File: config.mk
export PLATFORM = sky130hd
export DESIGN_NAME = fcpt_sincos
export DESIGN_NICKNAME = d
export VERILOG_FILES = /design/src/rtl/fcpt_pkg.sv /design/src/rtl/fcpt_sincos.sv
export SDC_FILE = /design/constraint.sdc
export NUM_CORES = 1
export LEC_CHECK = 0
export BUFFER_PORTS_ARGS = -buffer_cell sky130_fd_sc_hd__buf_2
export CORE_MARGIN = 1
export CORE_UTILIZATION = 45
export DETAILED_ROUTE_END_ITERATION = 8
export PLACE_DENSITY = 0.71
export SKIP_LAST_GASP = 1
export SLEW_MARGIN = 20
export SYNTH_ARGS = -nofsm -noshare
export SYNTH_HDL_FRONTEND = slang
export SYNTH_SLANG_ARGS = --single-unit
File: constraint.sdc
create_clock -name clk_i -period 16.4 [get_ports clk_i]
set_input_delay 0.82 -clock clk_i [delete_from_list [all_inputs] [get_ports clk_i]]
set_output_delay 0.82 -clock clk_i [all_outputs]
set_load 0.005 [all_outputs]
File: src/rtl/fcpt_pkg.sv
// ---------------------------------------------------------------------------
// fcpt_pkg
// Shared widths, the Q2.15 sine table and the saturation helper for the
// Clarke / Park transform pipeline.
// ---------------------------------------------------------------------------
package fcpt_pkg;

  localparam int DataW    = 16;
  localparam int AngleW   = 16;
  localparam int TabIdxW  = 4;                 // 16-entry table
  localparam int FracW    = AngleW - TabIdxW;  // interpolation fraction bits
  localparam int TrigW    = 17;                // sine/cosine incl. +1.0
  localparam int WideW    = 19;                // rounded sums before clipping
  localparam int QuarterTurn = 4;              // table entries in 90 degrees

  // 1/sqrt(3) in Q0.16
  localparam logic [16:0] InvSqrt3Q16 = 17'd37837;

  typedef logic signed [TrigW-1:0] trig_t;
  typedef logic signed [DataW-1:0] data_t;

  // Clipped value with its overflow flag
  typedef struct packed {
    logic  clipped;
    data_t value;
  } sat_t;

  // Q2.15 sine table, one full turn in 16 steps
  function automatic trig_t sin_tab(input logic [TabIdxW-1:0] idx);
    trig_t v;
    case (idx)
      4'd0:    v = 17'sd0;
      4'd1:    v = 17'sd12540;
      4'd2:    v = 17'sd23170;
      4'd3:    v = 17'sd30274;
      4'd4:    v = 17'sd32768;
      4'd5:    v = 17'sd30274;
      4'd6:    v = 17'sd23170;
      4'd7:    v = 17'sd12540;
      4'd8:    v = 17'sd0;
      4'd9:    v = -17'sd12540;
      4'd10:   v = -17'sd23170;
      4'd11:   v = -17'sd30274;
      4'd12:   v = -17'sd32768;
      4'd13:   v = -17'sd30274;
      4'd14:   v = -17'sd23170;
      4'd15:   v = -17'sd12540;
      default: v = 17'sd0;
    endcase
    return v;
  endfunction

  // Clip a wide signed value to the Q1.15 range
  function automatic sat_t clip_q15(input logic signed [WideW-1:0] v);
    sat_t r;
    if (v > 19'sd32767) begin
      r.clipped = 1'b1;
      r.value   = 16'sh7FFF;
    end else if (v < -19'sd32768) begin
      r.clipped = 1'b1;
      r.value   = 16'sh8000;
    end else begin
      r.clipped = 1'b0;
      r.value   = v[DataW-1:0];
    end
    return r;
  endfunction

endpackage

File: src/rtl/fcpt_sincos.sv
// ---------------------------------------------------------------------------
// fcpt_sincos
// Three-stage sine/cosine generator: table lookup, fraction multiply,
// rounding and add. Cosine reads the table a quarter turn ahead.
// ---------------------------------------------------------------------------
module fcpt_sincos
  import fcpt_pkg::*;
(
  input  logic              clk_i,
  input  logic              en_i,     // advance all stages
  input  logic [AngleW-1:0] angle_i,
  output trig_t             sin_o,    // registered; valid once angle_i has passed every stage
  output trig_t             cos_o
);

  logic [TabIdxW-1:0] idx0, idx1, cidx0, cidx1;
  trig_t              s0_d, s1_d, c0_d, c1_d;

  trig_t                s0_q, c0_q, s0_2q, c0_2q;
  logic signed [17:0]   ds_q, dc_q;
  logic [FracW-1:0]     frac_q;
  logic signed [30:0]   ps_q, pc_q;
  logic signed [30:0]   ps_rnd, pc_rnd;
  trig_t                sin_q, cos_q;

  // Look up neighbors for sine and cosine
  assign idx0  = angle_i[AngleW-1 -: TabIdxW];
  assign idx1  = idx0 + TabIdxW'(1);
  assign cidx0 = idx0 + TabIdxW'(QuarterTurn);
  assign cidx1 = idx1 + TabIdxW'(QuarterTurn);
  assign s0_d  = sin_tab(idx0);
  assign s1_d  = sin_tab(idx1);
  assign c0_d  = sin_tab(cidx0);
  assign c1_d  = sin_tab(cidx1);

  // Stage 1: base values and slopes
  always_ff @(posedge clk_i) begin
    if (en_i) begin
      s0_q   <= s0_d;
      c0_q   <= c0_d;
      ds_q   <= 18'(s1_d) - 18'(s0_d);
      dc_q   <= 18'(c1_d) - 18'(c0_d);
      frac_q <= angle_i[FracW-1:0];
    end
  end

  // Stage 2: slope times fraction
  always_ff @(posedge clk_i) begin
    if (en_i) begin
      s0_2q <= s0_q;
      c0_2q <= c0_q;
      ps_q  <= ds_q * $signed({1'b0, frac_q});
      pc_q  <= dc_q * $signed({1'b0, frac_q});
    end
  end

  // Stage 3: round half up and add the base
  assign ps_rnd = (ps_q + 31'sd2048) >>> FracW;
  assign pc_rnd = (pc_q + 31'sd2048) >>> FracW;

  always_ff @(posedge clk_i) begin
    if (en_i) begin
      sin_q <= s0_2q + $signed(ps_rnd[TrigW-1:0]);
      cos_q <= c0_2q + $signed(pc_rnd[TrigW-1:0]);
    end
  end

  assign sin_o = sin_q;
  assign cos_o = cos_q;

endmodule

==> run_results.csv <==
group,metric,value,unit
yosys,ys_top_cells_by_area,"fa_1 (32%), edfxtp_1 (21%), ha_1 (9.9%)",
yosys,synth_edf_count,164,
sta,period_needed,6.399,ns
die,design.die.area,52600,µm²
yosys,synth_seq_cells,164,
global_route,grt_overflow_total,0,
yosys,syn_inst,2403,
die,start_util,0.4598,
critical_path,path_delay_family,"adder cells",
clock_tree,clkLatencyLatePin,0.51,ns
sta,tns,0,ns
yosys,yosysTopAreaCellShare,0.3150,
sta,slew-limit-headroom,0.2872,
critical_path,start_kind,"register",
routing,detail-route-antenna-nets,0,
die,die_h,229.3,µm
clock_tree,cts_setup_buffers,0,
clock_tree,cts_tree,"built",
sta,fin_skew,0.01479,ns
die,rows,82,
placed_design,dp_hpwl,40490,µm
sta,tightest_slew,1.062,ns
sta,rsz0062_at_grt,"no",
placed_design,portBuffers,51,
min_path,hold_depth,0,
critical_path,ff2ff_path_depth,18,
clock_tree,cts.sinks,164,
routing,dr.pass1.iters,6,
sta,hold_viol,0,
cells_and_area,antenna_cells,0,
routing,vias,16176,
routing,drc,0,
critical_path,worstPathArrival,6.70,ns
cells_and_area,drive_above_1_share,0.04780,
cells_and_area,nNetsFinal,2961,
global_route,grt_start_max_net_pins,66,
yosys,ys_warn_count,0,
critical_path,slowest_stage,"edfxtp_1",
sta,setup_violations,0,
routing,wirelength,51810,µm
clock_tree,htreeDepth,4,
min_path,hold_end,"c0_2q[15]$_DFFE_PP_",
global_route,grt_pass1_vias,16868,
clock_tree,clockRootBuffer,"clkbuf_16",
critical_path,path_buf_inv,4,
yosys,synth_ff_type,"edfxtp_1",
run_status,status,"finished clean",
clock_tree,cts_made_buffers,17,
critical_path,cp_max_fo,33,
clock_tree,path_clk_slew,0.07,ns
clock_tree,postCtsHoldBufs,0,
sta,fin_crit_sh,0.3902,
yosys,yosysTopAreaCell,"fa_1",
critical_path,endpoint_kind,"register",
yosys,synth_most_common_cell,"inv_1",
critical_path,cp_slowest_stage_delay,0.80,ns
clock_tree,cts.path.max_buffers,2,
critical_path,rrSetupSlack,10.00,ns
yosys,synth.distinct_cells,73,
critical_path,worstPathRequired,16.70,ns
job,timing.max_cap.violations,0,
global_route,grt_first_pass_wirelength,86600,µm
critical_path,r2r_end,"ps_q[17]$_DFFE_PP_",
die,fp.dieW,229.3,µm
placed_design,gp_congestion,0.8818,
yosys,async_reset_ff_frac,0,
critical_path,criticalPathCategory,"reg -> reg",
clock_tree,cts_resized,0,
sta,fmax,0.1563,GHz
routing,viasPerCell,5.255,
min_path,hp-start,"c0_q[15]$_DFFE_PP_",
routing,wl_per_cell,16.83,µm
sta,slew_viol_final,0,
die,io_pins,52,
yosys,synth_common_cells,"inv_1 (538), fa_1 (366), nand2_1 (254)",
die,core,50580,µm²
min_path,hp-class,"reg -> reg",
critical_path,reg2reg_from,"frac_q[1]$_DFFE_PP_",
yosys,syn_area_per_cell,9.678,µm²
yosys,ys_seq_area_frac,0.2117,
cells_and_area,areaGrowthSynthToFinish,6.085,%
critical_path,cp_common_cell,"fa_1",
global_route,grt_usage,0.2119,
routing,first_iter_violations,1106,
yosys,synth_nets,2971,
global_route,grt_antenna_before_repair,0,
cells_and_area,fill_cells,4607,
critical_path,cp_cell_sequence,"and2_1 -> fa_1 -> inv_1 -> fa_1 -> inv_1 -> fa_1 -> inv_1 -> fa_1 -> fa_1 -> inv_1 -> ha_1 -> a2111oi_0 -> o21ai_0 -> o2111ai_1 -> a21boi_1 -> o21ai_0 -> or4b_1 -> o311ai_0",
yosys,post_synth_instance_area,23260,µm²
placed cells by master, fill, tap and decap left out, types with 6 or more instances in the layout:
master     netlist  layout
xnor2_1         96      96
and2_1         218     218
nor2_1          70      70
o21a_1          15      15
buf_4            1      10
a211oi_1         6       6
a21o_1          36      36
edfxtp_1       164     164
and3_1          13      13
a211o_1          6       6
o21ai_0         49      49
fa_1           366     366
nand4_1         13      13
inv_1          538     538
a31oi_1         11      11
buf_2            3      50
o22ai_1         10      10
nor2b_1         11      11
a21oi_1         69      69
nand3_1         25      25
clkbuf_16        0      17
nor3_1          14      14
nand2_1        254     254
ha_1           184     184
xor2_1          43      43
nand2b_1        11      11
metrics by stage:
stage / utilization / hold WS, ns / setup slack, ns / cell area (µm²) / instances
6_report: 0.4878 / 0.4208 / 10.00 / 24670 / 3078
5_1_grt: 0.4878 / 0.4253 / 9.546 / 24670 / 3078
3_3_place_gp: 0.4759 / 0.4049 / 10.17 / 24070 / 3044
2_1_floorplan: - / 0.4003 / 10.96 / 23260 / 2403
3_5_place_dp: 0.4759 / 0.4045 / 10.06 / 24070 / 3044
4_1_cts: 0.4872 / 0.4214 / 10.04 / 24640 / 3076
area by class of cell:
type	count	area, µm²	share of cell area
Multi-Input combinational cell	1608	15950	0.6464
Clock buffer	18	429.2	0.01739
Tap cell	672	840.8	0.03408
Inverter	539	2023	0.08200
Clock inverter	14	140.1	0.005680
Timing Repair Buffer	63	366.6	0.01486
Sequential cell	164	4925	0.1996
worst max path at each step:
stage / startpoint / to / slack (ns) / cells past startpoint
after floorplan: frac_q[1]$_DFFE_PP_ / ps_q[28]$_DFFE_PP_ / 10.96 / 18
after global placement: frac_q[1]$_DFFE_PP_ / ps_q[28]$_DFFE_PP_ / 10.17 / 17
after CTS: frac_q[1]$_DFFE_PP_ / ps_q[17]$_DFFE_PP_ / 10.04 / 18
final: frac_q[1]$_DFFE_PP_ / ps_q[17]$_DFFE_PP_ / 10.00 / 18
after global routing: frac_q[1]$_DFFE_PP_ / ps_q[17]$_DFFE_PP_ / 9.55 / 18
after detailed placement: frac_q[1]$_DFFE_PP_ / ps_q[17]$_DFFE_PP_ / 10.06 / 18
per-layer routing:
metal  global-route usage  vias up  wire, µm
met4              0.08250        0      1657
met1               0.2677     8212     21820
li1                     -     7444         -
met2               0.3633      433     25660
met5                    0        -         0
met3              0.03362       87      2673
cells by family after synthesis:
| kind of cell | synth area share |
|---|---|
| AOI/OAI and AO/OA | 0.07629 |
| xor gates and xnor gates | 0.05235 |
| and+or+nand+nor | 0.1389 |
| adders and majority gates | 0.4140 |
| buffers and inverters | 0.1025 |
| muxes | 0.004142 |
| DFF | 0.2117 |
worst register-to-register path, stage by stage, from the launching register on:
cell and delay [ns]:
edfxtp_1 0.80, and2_1 0.35, fa_1 0.53, inv_1 0.05, fa_1 0.47, inv_1 0.05, fa_1 0.50, inv_1 0.06
fa_1 0.49, fa_1 0.49, inv_1 0.04, ha_1 0.31, a2111oi_0 0.41, o21ai_0 0.28, o2111ai_1 0.32, a21boi_1 0.19
o21ai_0 0.28, or4b_1 0.47, o311ai_0 0.11
registers in the layout, summed over array words and instances (netlist names), 17 cells and up:
register	cells
ps_q	18
dc_q	17
ds_q	17
sin_o	17
pc_q	18
cos_o	17
Power is not shown: default switching activity piles up to over one toggle a cycle in this logic, so the estimate is an artifact.
